==> config.mk <==
export PLATFORM = sky130hd
export DESIGN_NAME = egps_shade
export DESIGN_NICKNAME = d
export VERILOG_FILES = /design/src/design/egps_pkg.sv /design/src/design/egps_shade.sv
export SDC_FILE = /design/constraint.sdc
export NUM_CORES = 2
export LEC_CHECK = 0
export BUFFER_PORTS_ARGS = -buffer_cell sky130_fd_sc_hd__buf_2
export CORE_AREA = 2 2 502 305
export DETAILED_ROUTE_END_ITERATION = 12
export DIE_AREA = 0 0 504 307
export PLACE_DENSITY = 0.51
export SLEW_MARGIN = 5
export SYNTH_ARGS = -nofsm -noshare
export SYNTH_HDL_FRONTEND = slang
export SYNTH_SLANG_ARGS = --single-unit
==> constraint.sdc <==
create_clock -name clk -period 8.9 [get_ports clk]
set_input_delay 1.78 -clock clk [delete_from_list [all_inputs] [get_ports clk]]
set_output_delay 1.78 -clock clk [all_outputs]
set_load 0.01 [all_outputs]
==> src/design/egps_pkg.sv <==
// ---------------------------------------------------------------------------
// egps_pkg
// Shared types and constants for the elliptical gradient pixel shader.
// ---------------------------------------------------------------------------
package egps_pkg;

	// coordinate range of the raster
	localparam int MAX_DIM = 4096;
	localparam int COORD_W = 12;
	localparam logic [COORD_W-1:0] COORD_MAX =
		(MAX_DIM >= (1 << COORD_W)) ? {COORD_W{1'b1}} : COORD_W'(MAX_DIM - 1);

	// default number of gradient levels
	localparam int LUT_ENTRIES_DEF = 256;

	// fixed point
	localparam int FRAC_W = 24;
	localparam int UNIT_W = FRAC_W + 1;       // holds 0..1.0 inclusive
	localparam logic [UNIT_W-1:0] ONE_Q24 = UNIT_W'(1) << FRAC_W;

	// config port
	localparam int CFG_IDX_W  = 3;
	localparam int CFG_DATA_W = 24;

	// total pipeline depth, input word to output register
	localparam int PIPE_DEPTH = 9;

	typedef enum logic [CFG_IDX_W-1:0] {
		REG_CENTER_X      = 3'd0,
		REG_CENTER_Y      = 3'd1,
		REG_INV_RADIUS_X  = 3'd2,
		REG_INV_RADIUS_Y  = 3'd3,
		REG_VIGNETTE_ROWS = 3'd4,
		REG_INV_VIG_ROWS  = 3'd5,
		REG_CENTER_COLOR  = 3'd6,
		REG_EDGE_COLOR    = 3'd7
	} cfg_reg_t;

	typedef struct packed {
		logic [15:0] center_x;
		logic [15:0] center_y;
		logic [23:0] inv_radius_x;
		logic [23:0] inv_radius_y;
		logic [12:0] vignette_rows;
		logic [23:0] inv_vignette_rows;
		logic [23:0] center_color;
		logic [23:0] edge_color;
	} cfg_t;

	// vignette control handed from the geometry pipe to the shading pipe
	typedef struct packed {
		logic              dark;
		logic [UNIT_W-1:0] scale;
	} vig_ctl_t;

endpackage

==> src/design/egps_shade.sv <==
// ---------------------------------------------------------------------------
// egps_shade
// Three-stage shading pipe: color blend, divide by level count, vignette.
// ---------------------------------------------------------------------------
module egps_shade import egps_pkg::*; #(
	parameter int LUT_ENTRIES = LUT_ENTRIES_DEF,
	parameter int IDX_W       = $clog2(LUT_ENTRIES)
) (
	input  logic             clk,
	input  logic             arst_n,
	input  cfg_t             cfg,
	input  logic             in_valid,
	output logic             in_ready,
	input  logic [IDX_W-1:0] idx,
	input  vig_ctl_t         vig,
	output logic             out_valid,
	input  logic             out_ready,
	output logic [7:0]       red,
	output logic [7:0]       green,
	output logic [7:0]       blue
);

	// blend numerator width and reciprocal for the exact floor divide by LEVELS
	localparam int NUM_W = 8 + IDX_W;
	localparam int SHIFT = NUM_W + IDX_W;
	localparam int RCP_W = SHIFT - IDX_W + 2;
	localparam int MUL_W = NUM_W + RCP_W;
	localparam longint unsigned LEVELS = longint'(LUT_ENTRIES - 1);
	localparam longint unsigned RCP_FULL = ((64'd1 << SHIFT) + LEVELS - 1) / LEVELS;
	localparam logic [RCP_W-1:0] RCP = RCP_W'(RCP_FULL);
	localparam logic [IDX_W-1:0] LEVEL_MAX = IDX_W'(LUT_ENTRIES - 1);

	logic v_s7, v_s8, v_s9;
	logic adv7, adv8, adv9;

	assign adv9 = !v_s9 || out_ready;
	assign adv8 = !v_s8 || adv9;
	assign adv7 = !v_s7 || adv8;

	assign in_ready  = adv7;
	assign out_valid = v_s9;

	always_ff @(posedge clk or negedge arst_n) begin
		if (!arst_n) begin
			v_s7 <= 1'b0;
			v_s8 <= 1'b0;
			v_s9 <= 1'b0;
		end else begin
			if (adv7) v_s7 <= in_valid;
			if (adv8) v_s8 <= v_s7;
			if (adv9) v_s9 <= v_s8;
		end
	end

	// channel n sits at bits 23-8n .. 16-8n of the packed colors
	logic [NUM_W-1:0] num_s7 [3];
	logic [7:0]       q_s8   [3];
	logic [7:0]       ch_s9  [3];
	vig_ctl_t         vig_s7, vig_s8;
	logic [IDX_W-1:0] idx_inv;
	logic [NUM_W-1:0] num    [3];
	logic [MUL_W-1:0] qprod  [3];
	logic [32:0]      dprod  [3];

	assign idx_inv = LEVEL_MAX - idx;

	always_comb begin
		for (int n = 0; n < 3; n++) begin
			num[n]   = NUM_W'(cfg.center_color[16-8*n +: 8]) * NUM_W'(idx_inv)
			         + NUM_W'(cfg.edge_color[16-8*n +: 8]) * NUM_W'(idx);
			qprod[n] = MUL_W'(num_s7[n]) * MUL_W'(RCP);
			dprod[n] = 33'(q_s8[n]) * 33'(vig_s8.scale);
		end
	end

	// stage 7: weighted sum
	always_ff @(posedge clk) begin
		if (adv7) begin
			num_s7 <= num;
			vig_s7 <= vig;
		end
	end

	// stage 8: floor divide by the level count
	always_ff @(posedge clk) begin
		if (adv8) begin
			for (int n = 0; n < 3; n++) q_s8[n] <= qprod[n][SHIFT +: 8];
			vig_s8 <= vig_s7;
		end
	end

	// stage 9: vignette darkening
	always_ff @(posedge clk) begin
		if (adv9) begin
			for (int n = 0; n < 3; n++)
				ch_s9[n] <= vig_s8.dark ? dprod[n][31:24] : q_s8[n];
		end
	end

	assign red   = ch_s9[0];
	assign green = ch_s9[1];
	assign blue  = ch_s9[2];

endmodule

==> reports/results.ini <==
[place]
io_buffer_count=111
dp.final_hpwl_um=71700
gp_congestion=0.782

[critical_path]
end_kind=flip-flop
crit_end=num_s7[15]$_DFFE_PP_
crit_required_ns=9.11
worstSetupPathType=in2reg
crit_chain=buf_2 -> nand2b_1 -> fa_1 -> fa_1 -> fa_1 -> inv_1 -> fa_1 -> fa_1 -> fa_1 -> ha_1 -> a211oi_1 -> o31ai_1 -> o41ai_1 -> mux2i_1 -> nand4_1
startpoint=idx[1]
start_kind=input port
crit_arrival_ns=7.52
timing.rr.start=q_s8[0][18]$_DFFE_PP_
r2r_end=ch_s9[0][21]$_DFFE_PP_
critPathMaxStageDelay_ns=0.63
rr_worst_depth=18
slowest_stage=buf_2
critPathMostFrequentCell=fa_1
worstPathMaxFanout=37
rrSetupSlack_ns=2.77

[detailed_routing]
first_pass_iters=6
wl_per_cell_um=15.6
num_vias=24770
wl_um=91200
antenna_left=0
drt_iter0_drc=1101
viasPerCell=4.23
drcViolationCount=0

[global_route]
grt_usage=0.124
grt_pass1_wl_um=153000
grt_overflow=0
gr-usage-met1=0.189
grt.met2_usage=0.189
grt.busiest_layer=met1
grtUsageMet3=0.0159
antenna_found_initial=7
grt_pass1_vias=27230
grt_max_degree=57

[sta]
fin_crit_sh=0.822
final_max_slew_viol_count=0
period_needed_ns=7.31
max_freq_mhz=137
max-slew-margin-rel=0.229
setup_violations=0
finalHoldViolations=0
rsz0062_at_grt=false
clock_skew_ns=0.0124
finalSetupTns_ns=0
tightest_slew_ns=1.16

[finish]
drive_above_1_share=0.0613
fillers=16086
syn_to_final_growth_pct=9.42
nNetsFinal=5223
final_cell_mix=inv_1 (737), fa_1 (696), ha_1 (522)
final_common_cell=inv_1
multi_input_area_um2=29500
ff_latch_area_um2=4520

[cts]
post-cts-setup-buffers=0
cts_tree=built
cts_hold_buffers=0
htreeDepth=4
cts_sinks=151
cts_resized=0
max-clock-path-buffers=2
cts_root_buf=clkbuf_16
numCtsBuffers=17
insertion_delay_ns=0.48
clk_pin_slew_ns=0.07

[floorplan]
core_area_um2=151000
die_y_um=307
pin_count=229
row_count=111
floorplan.die_area_um2=155000
initial_core_util=0.248
die_x_um=504

[logic_synthesis]
synthCells=3763
synth-edff-count=148
postSynthAreaPerCell_um2=9.92
synth_seq_area_share=0.121
ys_ff_latch=151
synth.distinct_cells=73
async_reset_ff_frac=0.0199
yosys_most_used_dff=edfxtp_1
netlist_area_um2=37300
ys_warn_count=0

[run]
maxCapViolations=0

[run_status]
status=complete, no violations

[worst_hold_path]
hold_class=reg2reg

## critical path, delay by kind of cell
kind | cells | cell delay (ns)
and+or+nand+nor | 2 | 0.35
AOI/OAI and AO/OA | 3 | 1.18
buffers and inverters | 2 | 0.68
adders and majority gates | 7 | 3.22
muxes | 1 | 0.25
## through the flow
step | hold WS (ns) | cells | util | area, µm² | setup WS [ns]
3_3_place_gp | 0.402 | 5817 | 0.267 | 40300 | 1.18
3_5_place_dp | 0.405 | 5817 | 0.267 | 40300 | 1.16
5_1_grt | 0.426 | 5850 | 0.271 | 40900 | 1.17
4_1_cts | 0.421 | 5849 | 0.271 | 40900 | 1.67
6_report | 0.420 | 5850 | 0.271 | 40900 | 1.59
2_1_floorplan | 0.400 | 3765 | - | 37300 | 1.88
## Yosys cell counts, drive strengths merged (5+ instances only)
library cell,instances,area share
fa,696,0.37
a21o,30,0.0060
o21a,12,0.0024
o31ai,10,0.0026
o21ai,29,0.0039
o211ai,9,0.0019
inv,737,0.074
nor3,29,0.0040
a211oi,14,0.0029
o21bai,7,0.0014
ha,522,0.17
and2,516,0.086
clkbuf,143,0.014
edfxtp,148,0.12
xnor2,64,0.015
o311ai,5,0.0012
xor2,24,0.0056
nand4,17,0.0028
nand2b,93,0.016
nand2,308,0.031
nor2b,106,0.018
nor2,54,0.0054
and3,17,0.0028
a21oi,51,0.0069
mux2,15,0.0046
or2,8,0.0013
nand3,15,0.0020
nand3b,7,0.0014
a31oi,9,0.0015
## state kept, by name, indices dropped and copies added, names as in the netlist
signal and flops:
num_s7 48, vig_s7 26, vig_s8 26, ch_s9 24, q_s8 24, out_valid 1
v_s7 1, v_s8 1
## worst min path at each step
stage,from,to,cells past startpoint
finish,vig_s7[25]$_DFFE_PP_,vig_s8[25]$_DFFE_PP_,0
global route,vig_s7[17]$_DFFE_PP_,vig_s8[17]$_DFFE_PP_,0
CTS,vig_s7[23]$_DFFE_PP_,vig_s8[23]$_DFFE_PP_,0
detailed placement,vig_s7[6]$_DFFE_PP_,vig_s8[6]$_DFFE_PP_,0
global placement,vig_s7[25]$_DFFE_PP_,vig_s8[25]$_DFFE_PP_,0
floorplan,vig_s7[0]$_DFFE_PP_,vig_s8[0]$_DFFE_PP_,0
## metal layers
metal  part of all wire  vias to the layer above
met3              0.035                       40
met4             0.0082                        2
met2               0.42                      344
met1               0.53                    12693
li1                   -                    11691
met5            0.00014                        -
## cell type report
class	instances	share of cell area
Multi-Input combinational cell	2733	0.722
Sequential cell	151	0.111
Inverter	737	0.0677
Tap cell	2034	0.0623
Timing Repair Buffer	162	0.0230
Clock buffer	18	0.0105
Clock inverter	14	0.00334
Antenna cell	1	0.0000613
## cell families (layout without fill, tap and decap cells)
logic type | count (synthesis) | after routing | synth area share
fa+ha+maj | 1218 | 1218 | 0.548
simple gates | 1191 | 1191 | 0.175
buf+inv | 881 | 931 | 0.0886
compound gates | 215 | 215 | 0.0409
flops | 151 | 151 | 0.121
xor+xnor | 88 | 88 | 0.0206
mux | 18 | 18 | 0.00543
other cells | 1 | 4 | 0.000100
Power is not shown: default switching activity piles up to over one toggle a cycle in this logic, so the estimate is an artifact.
