--- src/design/egps_pkg.sv ---
// ---------------------------------------------------------------------------
// egps_pkg
// Shared types and constants for the elliptical gradient pixel shader.
// ---------------------------------------------------------------------------
package egps_pkg;

	// coordinate range of the raster
	localparam int MAX_DIM = 4096;
	localparam int COORD_W = 12;
	localparam logic [COORD_W-1:0] COORD_MAX =
		(MAX_DIM >= (1 << COORD_W)) ? {COORD_W{1'b1}} : COORD_W'(MAX_DIM - 1);

	// default number of gradient levels
	localparam int LUT_ENTRIES_DEF = 256;

	// fixed point
	localparam int FRAC_W = 24;
	localparam int UNIT_W = FRAC_W + 1;       // holds 0..1.0 inclusive
	localparam logic [UNIT_W-1:0] ONE_Q24 = UNIT_W'(1) << FRAC_W;

	// config port
	localparam int CFG_IDX_W  = 3;
	localparam int CFG_DATA_W = 24;

	// total pipeline depth, input word to output register
	localparam int PIPE_DEPTH = 9;

	typedef enum logic [CFG_IDX_W-1:0] {
		REG_CENTER_X      = 3'd0,
		REG_CENTER_Y      = 3'd1,
		REG_INV_RADIUS_X  = 3'd2,
		REG_INV_RADIUS_Y  = 3'd3,
		REG_VIGNETTE_ROWS = 3'd4,
		REG_INV_VIG_ROWS  = 3'd5,
		REG_CENTER_COLOR  = 3'd6,
		REG_EDGE_COLOR    = 3'd7
	} cfg_reg_t;

	typedef struct packed {
		logic [15:0] center_x;
		logic [15:0] center_y;
		logic [23:0] inv_radius_x;
		logic [23:0] inv_radius_y;
		logic [12:0] vignette_rows;
		logic [23:0] inv_vignette_rows;
		logic [23:0] center_color;
		logic [23:0] edge_color;
	} cfg_t;

	// vignette control handed from the geometry pipe to the shading pipe
	typedef struct packed {
		logic              dark;
		logic [UNIT_W-1:0] scale;
	} vig_ctl_t;

endpackage

--- src/design/egps_cfg.sv ---
// ---------------------------------------------------------------------------
// egps_cfg
// Configuration register file, write only.
// ---------------------------------------------------------------------------
module egps_cfg import egps_pkg::*; (
	input  logic                  clk,
	input  logic                  arst_n,
	input  logic                  cfg_we,
	input  logic [CFG_IDX_W-1:0]  cfg_idx,
	input  logic [CFG_DATA_W-1:0] cfg_wdata,
	output cfg_t                  cfg
);

	cfg_t cfg_q;

	always_ff @(posedge clk or negedge arst_n) begin
		if (!arst_n) begin
			cfg_q <= '0;
		end else if (cfg_we) begin
			case (cfg_reg_t'(cfg_idx))
				REG_CENTER_X:      cfg_q.center_x          <= cfg_wdata[15:0];
				REG_CENTER_Y:      cfg_q.center_y          <= cfg_wdata[15:0];
				REG_INV_RADIUS_X:  cfg_q.inv_radius_x      <= cfg_wdata;
				REG_INV_RADIUS_Y:  cfg_q.inv_radius_y      <= cfg_wdata;
				REG_VIGNETTE_ROWS: cfg_q.vignette_rows     <= cfg_wdata[12:0];
				REG_INV_VIG_ROWS:  cfg_q.inv_vignette_rows <= cfg_wdata;
				REG_CENTER_COLOR:  cfg_q.center_color      <= cfg_wdata;
				REG_EDGE_COLOR:    cfg_q.edge_color        <= cfg_wdata;
				default:           cfg_q                   <= cfg_q;
			endcase
		end
	end

	assign cfg = cfg_q;

endmodule

--- config.mk ---
export PLATFORM = sky130hd
export DESIGN_NAME = egps_cfg
export DESIGN_NICKNAME = d
export VERILOG_FILES = /design/src/design/egps_pkg.sv /design/src/design/egps_cfg.sv
export SDC_FILE = /design/constraint.sdc
export NUM_CORES = 1
export LEC_CHECK = 0
export ABC_CLOCK_PERIOD_IN_PS = 800
export BUFFER_PORTS_ARGS = -buffer_cell sky130_fd_sc_hd__buf_2
export CAP_MARGIN = 20
export CORE_MARGIN = 3
export CORE_UTILIZATION = 40
export CTS_CLUSTER_SIZE = 25
export DETAILED_ROUTE_END_ITERATION = 10
export GPL_TIMING_DRIVEN = 0
export PLACE_DENSITY = 0.67
export SETUP_SLACK_MARGIN = 0.15
export SLEW_MARGIN = 30
export SYNTH_ARGS = -nofsm -noshare
export SYNTH_HDL_FRONTEND = slang
export SYNTH_SLANG_ARGS = --single-unit
--- constraint.sdc ---
create_clock -name clk -period 0.8 [get_ports clk]
set_input_delay 0.08 -clock clk [delete_from_list [all_inputs] [get_ports clk]]
set_output_delay 0.08 -clock clk [all_outputs]
set_load 0.01 [all_outputs]
==> summary.md, run 1 <==
| Metric | Value |
|---|---|
| Outcome | `finished with violations` |
| Failing checks | `negative hold slack, negative setup slack` |
| Peak Freq | `roughly 950 MHz` |
| Final Util | `71.7%` |
| Unique masters post-synth | `12` |
| Psw | `7.84 mW` |
| Leakage Power | `between 5 and 6 nW` |
| Final instance area | `10900 µm²` |
| Final wirelength | `19200 µm` |
| Final setup viols | `between 200 and 300` |
| Largest cells by area after synthesis | `dfrtp_1, mux2_2, mux2_4` |
| CP max FO | `2` |
| Gr busiest metal | `met2` |
| Synth Area in XOR/XNOR | `0%` |
| Post-route insts no fill | `~940` |
| H-Tree Level Count | `4` |
| Clock power share | `28.8%` |
| Layout cell share with drive strength beyond 1 | `76.8%` |
| Clock-pin slew on the worst setup and hold paths | `0.06 ns` |
| Fillers | `933` |
| Wire length per cell | `approximately 21 µm` |
| Post-Synth Simple-Gate Area | `1.72%` |
| Worst EP required | `approximately 0.72 ns` |
| Via density | `4.76` |
| Slew headroom | `59.8%` |
| Die outline width | `131 µm` |
| Final hold violation count | `119` |
| Leading area contributor after synthesis | `dfrtp_1` |
| # clock sinks | `165` |
| Final nets | `742` |
| Post-Syn Instances | `357` |
| Count leader, synth | `dfrtp_1` |
| Slew Limit Fails | `0` |
| Routability cong. | `0.785` |
| Syn_nets | `slightly below 400` |
| Post-synthesis sequential area ratio | `between 60 and 70%` |
| DP Wirelength | `10800 µm` |
| Combinational power share | `between 30% and 40%` |
| Clock skew | `0 ns` |
| Crit Path Category | `register to output pin` |
| Max reg flops | `165` |
| Synth-to-layout area growth | `74.3%` |
| Core Region | `15300 µm²` |
| Mapped Area | `approximately 6300 µm²` |
| RSZ-0062 raised after global routing | `yes` |
| Most frequent cells after synthesis | `dfrtp_1, mux2_2, buf_2` |
| First-iteration detailed-routing DRC count | `around 200` |
| Max Cap Violations | `0` |
| CP arrival | `0.97 ns` |
| EDFF count, synth | `0` |
| Residual DRC | `0` |
| Antenna Diode Count | `0` |
| Clock buffer depth | `2` |
| Root buffer cell | `clkbuf_16` |
| Main combinational cell family by area after synthesis | `multiplexers` |
| Crit path cell chain | `buf_2` |
| Die Y | `approximately 130 µm` |
| Grt met1 use | `between 20 and 30%` |
| Worst path top cell family by delay | `flip-flops` |
| Post-synthesis mux area share | `30.2%` |
| Ys flop type | `dfrtp_1` |
| Minimum clock period | `1.05 ns` |
| Sw frac | `26.3%` |
| Syn Area/Cell | `17.6 µm²` |
| Startpoint class of the critical path | `register` |
| Grt total ovfl | `0` |
| Power Density | `2730 nW/µm²` |
| # rows | `45` |
| Placed Instance Area | `7820 µm²` |
| Synth Area in Compound Gates | `0%` |
| Placed insts | `759` |
| Worst Path Buf+Inv | `1` |
| Initial antenna violation count | `0` |
| Worst hold margin | `-0.377 ns` |
| Worst vdd ir | `1620 µV` |
| M3 GR Usage | `5.36%` |
| Internal power | `22.0 mW` |
| Initial Utilization | `41.1%` |
| IO buf count | `190` |
| Post-DRT Antenna Nets | `0` |
| GRT Overall Usage | `21.1%` |
| Slowest-stage cell, CP | `dfrtp_1` |
| TritonRoute pass-1 iters | `4` |
| Final period utilization | `131%` |
| Adder-Cell Fraction of Synth Area | `0%` |
| Synth Register Bits | `165` |
| Vias in the first global route | `4610` |
| Top-area cell type share of the netlist area | `65.8%` |
| Global routing usage on met2 | `34.8%` |
| Async set-reset flop share out of synthesis | `100%` |
| Maximum number of pins on one net before global-route repair | `between 80 and 90` |
| Worst path max stage delay | `0.40 ns` |
| Setup WS post-layout | `-0.251 ns` |
| I/O Pins | `195` |
| Part of the power in registers | `38.5%` |
| Actual slew at the worst max-slew pin | `0.603 ns` |
| First-pass GRT wire length | `28000 µm` |
| Total number of vias | `4447` |
| Critical Path End Type | `output pin` |
| CTS tree | `yes` |
| Worst skew pair latency | `0.41 ns` |
| Number of buffers created by CTS | `17` |
| Sequential Area | `4130 µm²` |
| Hold Path Class | `primary input to asynchronous set/reset pin` |
| Setup tns final | `-47.08 ns` |
| Area of the multi-input gates | `2590 µm²` |
| Die ar. | `17200 µm²` |
| Synth Warn # | `0` |
-- cells by family (layout without fill, tap and decap cells) --
kind of cell | after synthesis | after routing
buffers and inverters | 19 | 386
DFF | 165 | 165
and+or+nand+nor | 8 | 8
muxes | 165 | 165
-- through the flow --
step | worst slack, ns | power [mW]
after floorplan | -0.490 | 14.3
after global placement | -2.71 | 17.0
after detailed placement | -0.722 | 17.2
after CTS | -0.258 | 28.1
after global routing | -0.296 | 31.1
final | -0.251 | 29.8
-- path summary, 6_finish.rpt --
kind	from	endpoint	slack [ns]	cells past startpoint
worst max-delay path	cfg[96]	cfg[96]	-0.25	1
worst min-delay path	arst_n	cfg[28]	-0.38	1
worst max register to register	cfg[31]	cfg[31]	-0.20	3
worst min register to register	cfg[107]	cfg[107]	0.50	1
max in group asynchronous	arst_n	cfg[163]	0.31	2
min in group clk	cfg_wdata[23]	cfg[23]	-0.04	2
-- power by group through the flow --
stage,Clock (mW),Combinational [mW],Sequential (mW)
4_1_cts,8.74,8.09,11.3
2_1_floorplan,0,2.21,12.1
5_1_grt,9.11,10.3,11.7
3_5_place_dp,0,5.89,11.3
6_report,8.60,9.75,11.5
3_3_place_gp,0,5.76,11.2
-- area by class of cell --
cell class	instances	share of cell area, %
Timing Repair Buffer	336	27.3
Clock inverter	9	1.36
Sequential cell	165	37.8
Clock buffer	22	4.34
Multi-Input combinational cell	173	23.7
Buffer	19	3.11
Tap cell	211	2.41
-- routing by layer --
layer / wire [µm] / share of wire (%)
met1: 8310 / 43
met2: 9750 / 51
met3: 753 / 3.9
met4: 412 / 2.1
met5: 0 / 0
-- worst register-to-register path, stage by stage (launching register included) --
cell	delay, ns
dfrtp_1	0.41
buf_6	0.13
buf_6	0.10
mux2_4	0.24
-- cell usage in the layout (no fill, tap or decap) --
cell / count
buf_8: 6
mux2_4: 151
clkbuf_1: 2
and4bb_4: 1
inv_6: 1
clkbuf_16: 18
buf_16: 8
nand4_1: 1
nor4b_4: 1
nand4b_4: 3
bufinv_16: 4
clkbuf_8: 3
nor4bb_4: 2
buf_4: 40
mux2_2: 14
buf_12: 21
buf_2: 139
buf_6: 140
clkinv_2: 4
dfrtp_1: 165
-- repair_timing --
action                                  CTS  global route
hold endpoints to repair                144           118
pin swaps                                 5             2
setup buffers                            81            55
gates resized for setup                 164           116
gates cloned                              7             2
endpoints found under the setup margin  330           330
No activity file was read; power rests on OpenSTA's default activity.
==> inputs of run 2 (changes only) <==
==> constraint.sdc (replaced) <==
create_clock -name clk -period 0.8 [get_ports clk]
set_input_delay 0.16 -clock clk [delete_from_list [all_inputs] [get_ports clk]]
set_output_delay 0.16 -clock clk [all_outputs]
set_load 0.01 [all_outputs]
==> run 2 against run 1 <==
  * The flow still finishes with violations (negative hold slack, negative setup slack)
  * Sequential share of layout area grew 0.13 points
  * Clock power grew 0.5%
  * Clock-buffer cell count is the same
  * Flip-flop and latch count is the same
  * Non-clock buffer count grew 7
  * Sequential power is essentially flat
  * Clock skew is the same
  * Largest cell class unchanged
  * Highest routed layer unchanged
==> summary.md, run 2 (synthesized netlist as in run 1, its figures left out) <==
| Metric | Value |
|---|---|
| Flop-to-flop setup slack | `-0.22 ns (-0.02 ns)` |
| Grt total ovfl | `0 (unchanged)` |
| Via density | `4.78 (+0.44%)` |
| Place WS | `-0.802 ns (-0.0800 ns)` |
| Vias in the first global route | `4713 (+2.2%)` |
| CTS tree | `yes` |
| Critical Path End Type | `output pin` |
| H-Tree Level Count | `4 (unchanged)` |
| Antenna Diode Count | `0 (unchanged)` |
| Wire length per cell | `20.4 µm (-0.60%)` |
| Leakage Power | `5.58 nW (-1.3%)` |
| I/O Pins | `195 (unchanged)` |
| CP max FO | `2 (unchanged)` |
| First-iteration detailed-routing DRC count | `194 (-2.5%)` |
| Worst path top cell family by delay | `flip-flops` |
| Minimum clock period | `1.13 ns (+0.0811 ns)` |
| Clock buffer depth | `2 (unchanged)` |
| Die outline width | `131 µm (unchanged)` |
| Actual slew at the worst max-slew pin | `0.451 ns (-0.152 ns)` |
| Worst vdd ir | `1800 µV (+11%)` |
| Clock power share | `29.3% (+0.5 points)` |
| # rows | `45 (unchanged)` |
| Post-DRT Antenna Nets | `0 (unchanged)` |
| RSZ-0062 raised after global routing | `yes` |
| Worst hold margin | `-0.356 ns (+0.0210 ns)` |
| Psw | `7.75 mW (-1.2%)` |
| Initial Utilization | `41.1% (unchanged)` |
| Initial antenna violation count | `0 (unchanged)` |
| Clock-pin slew on the worst setup and hold paths | `0.06 ns (about the same)` |
| Crit Path Category | `register to output pin` |
| Most common cell after layout, fill and taps aside | `dfrtp_1` |
| FF-to-FF path depth | `3 (unchanged)` |
| Crit path cell chain | `buf_6` |
| Slew Limit Fails | `0 (unchanged)` |
| Core Region | `15300 µm² (unchanged)` |
| Final setup viols | `330 (+21%)` |
| Root buffer cell | `clkbuf_16` |
| Final wirelength | `19300 µm (+0.14%)` |
| Clock skew | `0 ns (unchanged)` |
| Final nets | `749 (+0.94%)` |
| Worst Path Buf+Inv | `1 (unchanged)` |
| # clock sinks | `165 (unchanged)` |
| Sw frac | `26.3% (+0.053 points)` |
| Synth-to-layout area growth | `73.8%` |
| Internal power | `21.7 mW (-1.4%)` |
| Final period utilization | `141% (+10 points)` |
| Hold Path Class | `primary input to asynchronous set/reset pin` |
| Failing checks | `negative hold slack, negative setup slack` |
| Critical R2R Capture | `cfg[74]` |
| Max Cap Violations | `0 (unchanged)` |
| IO buf count | `190 (unchanged)` |
| Routability cong. | `0.785 (unchanged)` |
| TritonRoute pass-1 iters | `4 (unchanged)` |
| Die ar. | `17200 µm² (unchanged)` |
| Maximum number of pins on one net before global-route repair | `89 (unchanged)` |
| CP arrival | `0.97 ns (about the same)` |
| Combinational power share | `31.9% (-0.8 points)` |
| GRT Overall Usage | `21.4% (+0.25 points)` |
| Residual DRC | `0 (unchanged)` |
| Slew headroom | `69.9% (+10 points)` |
| Max reg flops | `165 (unchanged)` |
| Final hold violation count | `77 (-35%)` |
| Layout cell share with drive strength beyond 1 | `77.0% (+0.22 points)` |
| Die Y | `131 µm (unchanged)` |
| Setup WS post-layout | `-0.332 ns (-0.0811 ns)` |
| R2r startpoint | `cfg[74]` |
| DP Wirelength | `10800 µm (unchanged)` |
| Peak Freq | `884 MHz (-7.2%)` |
| Total Power | `29.4 mW (-1.4%)` |
| Worst skew pair latency | `0.42 ns (about the same)` |
| Slowest-stage cell, CP | `dfrtp_1` |
| Part of the power in registers | `38.7% (+0.2 points)` |
| Worst path max stage delay | `0.41 ns (about the same)` |
| First-pass GRT wire length | `28300 µm (+1.3%)` |
| Power Density | `2700 nW/µm² (-1.0%)` |
| Total number of vias | `4500 (+1.2%)` |
| Startpoint class of the critical path | `register` |
| Worst EP required | `0.64 ns (-0.08 ns)` |
| Most frequent cells in the layout | `dfrtp_1, buf_2, mux2_4` |
| Number of buffers created by CTS | `17 (unchanged)` |
| Outcome | `finished with violations` |
-- run 2: power by group through the flow --
| stage | clock, mW | combinational (mW) | sequential [mW] |
|---|---|---|---|
| global route | 9.16 | 9.94 | 11.6 |
| floorplan | 0 | 2.21 | 12.1 |
| CTS | 8.74 | 8.03 | 11.3 |
| finish | 8.64 | 9.40 | 11.4 |
| detailed placement | 0 | 5.89 | 11.3 |
| global placement | 0 | 5.76 | 11.2 |
-- run 2: cell type report --
cell class / instances / area [µm²]
Fill cell: 962 / 4360
Sequential cell: 165 / 4130
Timing Repair Buffer: 343 / 3030
Multi-Input combinational cell: 173 / 2510
Clock buffer: 22 / 474
Buffer: 19 / 344
Tap cell: 211 / 264
Clock inverter: 9 / 149
-- run 2: through the flow --
stage | instance area [µm²] | instances | setup TNS, ns | util, %
final | 10900 | 942 | -73.24 | 71.4
after global routing | 10900 | 942 | -81.40 | 71.4
after CTS | 10100 | 884 | -64.66 | 66.3
after detailed placement | 7820 | 759 | -108.50 | 51.3
after global placement | 7790 | 758 | -545.14 | 51.0
after floorplan | 6570 | 357 | -62.08 | -
-- run 2: routing by layer --
layer  track usage, %  vias up  wire [µm]
met1             28.0     2355       8220
met2             35.5      120       9920
met4             6.65        0        348
met3             5.28       27        763
li1                 -     1998          -
met5                0        -          0
-- run 2: repair_timing --
item | CTS | global route
hold endpoints to repair | 77 | 77
cloned | 9 | 2
setup buffers | 85 | 56
pin swaps | 6 | 2
setup endpoints to repair | 330 | 404
gates resized for setup | 163 | 81
-- run 2: how the worst max path moves through the flow --
stage / start / endpoint / depth (start not counted)
finish: cfg[102] / cfg[102] / 1
global route: cfg[133] / cfg[133] / 1
CTS: cfg[6] / cfg[6] / 1
detailed placement: cfg_idx[1] / cfg[157] / 4
global placement: arst_n / cfg[128] / 1
floorplan: cfg_idx[1] / cfg[155] / 4
==> inputs of run 3 (changes only) <==
--- a/config.mk
+++ b/config.mk
@@ -5,6 +5,7 @@
 export SDC_FILE = /design/constraint.sdc
 export NUM_CORES = 1
 export LEC_CHECK = 0
+export ABC_AREA = 1
 export ABC_CLOCK_PERIOD_IN_PS = 800
 export BUFFER_PORTS_ARGS = -buffer_cell sky130_fd_sc_hd__buf_2
 export CAP_MARGIN = 20
==> run 3 against run 2 <==
  * The run still ends with negative hold slack, negative setup slack left
  * Power down 7.8%
  * Largest power group unchanged
  * Sequential power about the same
  * Core utilization up 0.83 points
  * Area after synthesis up 1.9%
  * Clock power down 7.4%
  * First-iteration DRC count up 130%
  * Maximum frequency down 2.2%
  * Critical path type unchanged
  * Combinational power down 14%
  * Non-clock buffer count up 7
  * Die area up 1.8%
==> summary.md, run 3 <==
| Metric | Value |
|---|---|
| CP max FO | `2 (unchanged)` |
| Initial antenna violation count | `0 (unchanged)` |
| Outcome | `finished with violations` |
| Worst Path Buf+Inv | `1 (unchanged)` |
| Worst path top cell family by delay | `flip-flops` |
| Post-synthesis sequential area ratio | `64.6% (-1.2 points)` |
| Syn_nets | `764 (+97%)` |
| Adder-Cell Fraction of Synth Area | `0% (unchanged)` |
| Placed Instance Area | `7950 µm² (+1.7%)` |
| Initial Utilization | `41.4% (+0.33 points)` |
| First-iteration detailed-routing DRC count | `454 (+130%)` |
| Setup WS post-layout | `-0.358 ns (-0.0260 ns)` |
| Final period utilization | `145% (+3.2 points)` |
| Leakage Power | `5.96 nW (+6.6%)` |
| IO buf count | `181 (-4.7%)` |
| Antenna Diode Count | `0 (unchanged)` |
| # rows | `45 (unchanged)` |
| Most frequent cells in the layout | `nand2_1, dfrtp_1, buf_6` |
| CP arrival | `1.00 ns (+0.03 ns)` |
| Clock skew | `0 ns (unchanged)` |
| Clock power share | `29.5% (+0.2 points)` |
| Ys flop type | `dfrtp_1` |
| Worst skew pair latency | `0.42 ns (about the same)` |
| DP Wirelength | `13100 µm (+21%)` |
| Peak Freq | `864 MHz (-2.2%)` |
| Final nets | `1105 (+48%)` |
| Number of buffers created by CTS | `17 (unchanged)` |
| Failing checks | `negative hold slack, negative setup slack` |
| Die outline width | `132 µm (+0.91%)` |
| Clock-pin slew on the worst setup and hold paths | `0.06 ns (about the same)` |
| Final wirelength | `22500 µm (+17%)` |
| Setup tns final | `-52.05 ns (+21.19 ns)` |
| Die ar. | `17500 µm² (+1.8%)` |
| Mapped Area | `6390 µm² (+1.9%)` |
| Layout cell share with drive strength beyond 1 | `49.5% (-28 points)` |
| Die Y | `132 µm (+0.91%)` |
| Critical Path End Type | `output pin` |
| Root buffer cell | `clkbuf_16` |
| Post-Synth Simple-Gate Area | `31.7% (+30 points)` |
| I/O Pins | `195 (unchanged)` |
| Final hold violation count | `91 (+18%)` |
| Synth Warn # | `0 (unchanged)` |
| Max Cap Violations | `0 (unchanged)` |
| H-Tree Level Count | `4 (unchanged)` |
| Synth Area in Compound Gates | `0% (unchanged)` |
| Post-route insts no fill | `1298 (+38%)` |
| Vias in the first global route | `5797 (+23%)` |
| Final Util | `72.3% (+0.83 points)` |
| Power Density | `2440 nW/µm² (-9.8%)` |
| Unique masters post-synth | `12 (unchanged)` |
| Post-synthesis mux area share | `0% (-30 points)` |
| Hold Path Class | `primary input to asynchronous set/reset pin` |
| Most common cell after layout, fill and taps aside | `nand2_1` |
| Syn Area/Cell | `8.71 µm² (-50%)` |
| Via density | `4.87 (+2.0%)` |
| RSZ-0062 raised after global routing | `yes` |
| Slowest-stage cell, CP | `dfrtp_1` |
| Async set-reset flop share out of synthesis | `100% (unchanged)` |
| Core Region | `15400 µm² (+1.1%)` |
| Top-area cell type share of the netlist area | `64.6% (-1.2 points)` |
| Part of the power in registers | `40.7% (+2.0 points)` |
| Maximum number of pins on one net before global-route repair | `75 (-16%)` |
| Actual slew at the worst max-slew pin | `0.683 ns (+0.232 ns)` |
| Residual DRC | `0 (unchanged)` |
| # clock sinks | `165 (unchanged)` |
| Final setup viols | `177 (-46%)` |
| Total number of vias | `6327 (+41%)` |
| Worst hold margin | `-0.407 ns (-0.0507 ns)` |
| Count leader, synth | `nand2_1` |
| Leading area contributor after synthesis | `dfrtp_1` |
| Most frequent cells after synthesis | `nand2_1, dfrtp_1, nand3_1` |
| Crit Path Category | `register to output pin` |
| Worst path max stage delay | `0.41 ns (about the same)` |
| First-pass GRT wire length | `31500 µm (+11%)` |
| EDFF count, synth | `0 (unchanged)` |
| TritonRoute pass-1 iters | `4 (unchanged)` |
| CTS tree | `yes` |
| Slew Limit Fails | `0 (unchanged)` |
| Routability cong. | `0.775 (-1.3%)` |
| Total Power | `27.1 mW (-7.8%)` |
| Synth Area in XOR/XNOR | `0% (unchanged)` |
| Internal power | `19.0 mW (-12%)` |
| Grt total ovfl | `0 (unchanged)` |
| Largest cells by area after synthesis | `dfrtp_1, nand2_1, nand3_1` |
| Combinational power share | `29.8% (-2.1 points)` |
| GRT Overall Usage | `22.9% (+1.5 points)` |
| Final instance area | `11100 µm² (+2.3%)` |
| Minimum clock period | `1.16 ns (+0.0260 ns)` |
| Synth Register Bits | `165 (unchanged)` |
| Place WS | `-0.631 ns (+0.171 ns)` |
| Psw | `8.12 mW (+4.8%)` |
| Max reg flops | `165 (unchanged)` |
| Crit path cell chain | `buf_2` |
| Worst vdd ir | `1480 µV (-18%)` |
| Slew headroom | `54.4% (-15 points)` |
| Post-Syn Instances | `734 (+110%)` |
| Post-DRT Antenna Nets | `0 (unchanged)` |
| Worst EP required | `0.64 ns (about the same)` |
| Synth-to-layout area growth | `74.4%` |
| Placed insts | `1128 (+49%)` |
| Wire length per cell | `17.3 µm (-15%)` |
| Sw frac | `29.9% (+3.6 points)` |
| Main combinational cell family by area after synthesis | `simple AND/OR/NAND/NOR gates` |
| Clock buffer depth | `2 (unchanged)` |
| Startpoint class of the critical path | `register` |
==> run 3: cell count changes after synthesis, sizes merged, moves of 2 or more <==
cell | before | now
nand2 | 0 | 439
mux2 | 165 | 0
nand3 | 0 | 69
clkbuf | 0 | 21
nor2 | 0 | 8
buf | 19 | 26
inv | 0 | 5
nand4b | 3 | 0
nor4bb | 2 | 0
==> run 3: metal layers <==
layer	part of all wire (%)	global-route usage (%)
met5	0	0
met2	49	35.5
met1	41	31.5
met3	7.0	4.56
met4	3.5	9.93
==> run 3: path summary, 6_finish.rpt <==
path,cells after the start,to,slack (ns),from
worst max-delay path,1,cfg[134],-0.36,cfg[134]
worst min-delay path,1,cfg[114],-0.41,arst_n
worst max register to register,4,cfg[110],-0.04,cfg[110]
worst min register to register,2,cfg[44],0.47,cfg[44]
max in group asynchronous,3,cfg[35],0.34,arst_n
min in group clk,3,cfg[18],0.02,cfg_wdata[18]
==> run 3: power by group through the flow <==
stage,logic (mW),clock network (mW),registers (mW)
4_1_cts,6.30,8.01,10.8
3_3_place_gp,4.75,0,10.9
6_report,8.10,8.00,11.1
2_1_floorplan,1.58,0,11.6
5_1_grt,8.72,8.42,11.2
3_5_place_dp,4.88,0,10.9
==> run 3: layout make-up <==
class                           instances  area [µm²]
Buffer                                 47         497
Clock buffer                           22         464
Clock inverter                          9         104
Multi-Input combinational cell        516        2640
Tap cell                              211         264
Sequential cell                       165        4130
Fill cell                            1075        4280
Inverter                                6        77.6
Timing Repair Buffer                  322        2980
==> run 3: cell families after synthesis <==
kind of cell,count (synthesis)
AND/OR/NAND/NOR,516
flip-flops,165
buffers and inverters,53
==> run 3: what timing repair did <==
item                                   4_1_cts  5_1_grt
setup buffers                               65       62
endpoints found under the hold margin       91       90
pin swaps                                   26       95
resized for setup                          120      226
cloned                                       2       10
setup endpoints to repair                  323      369
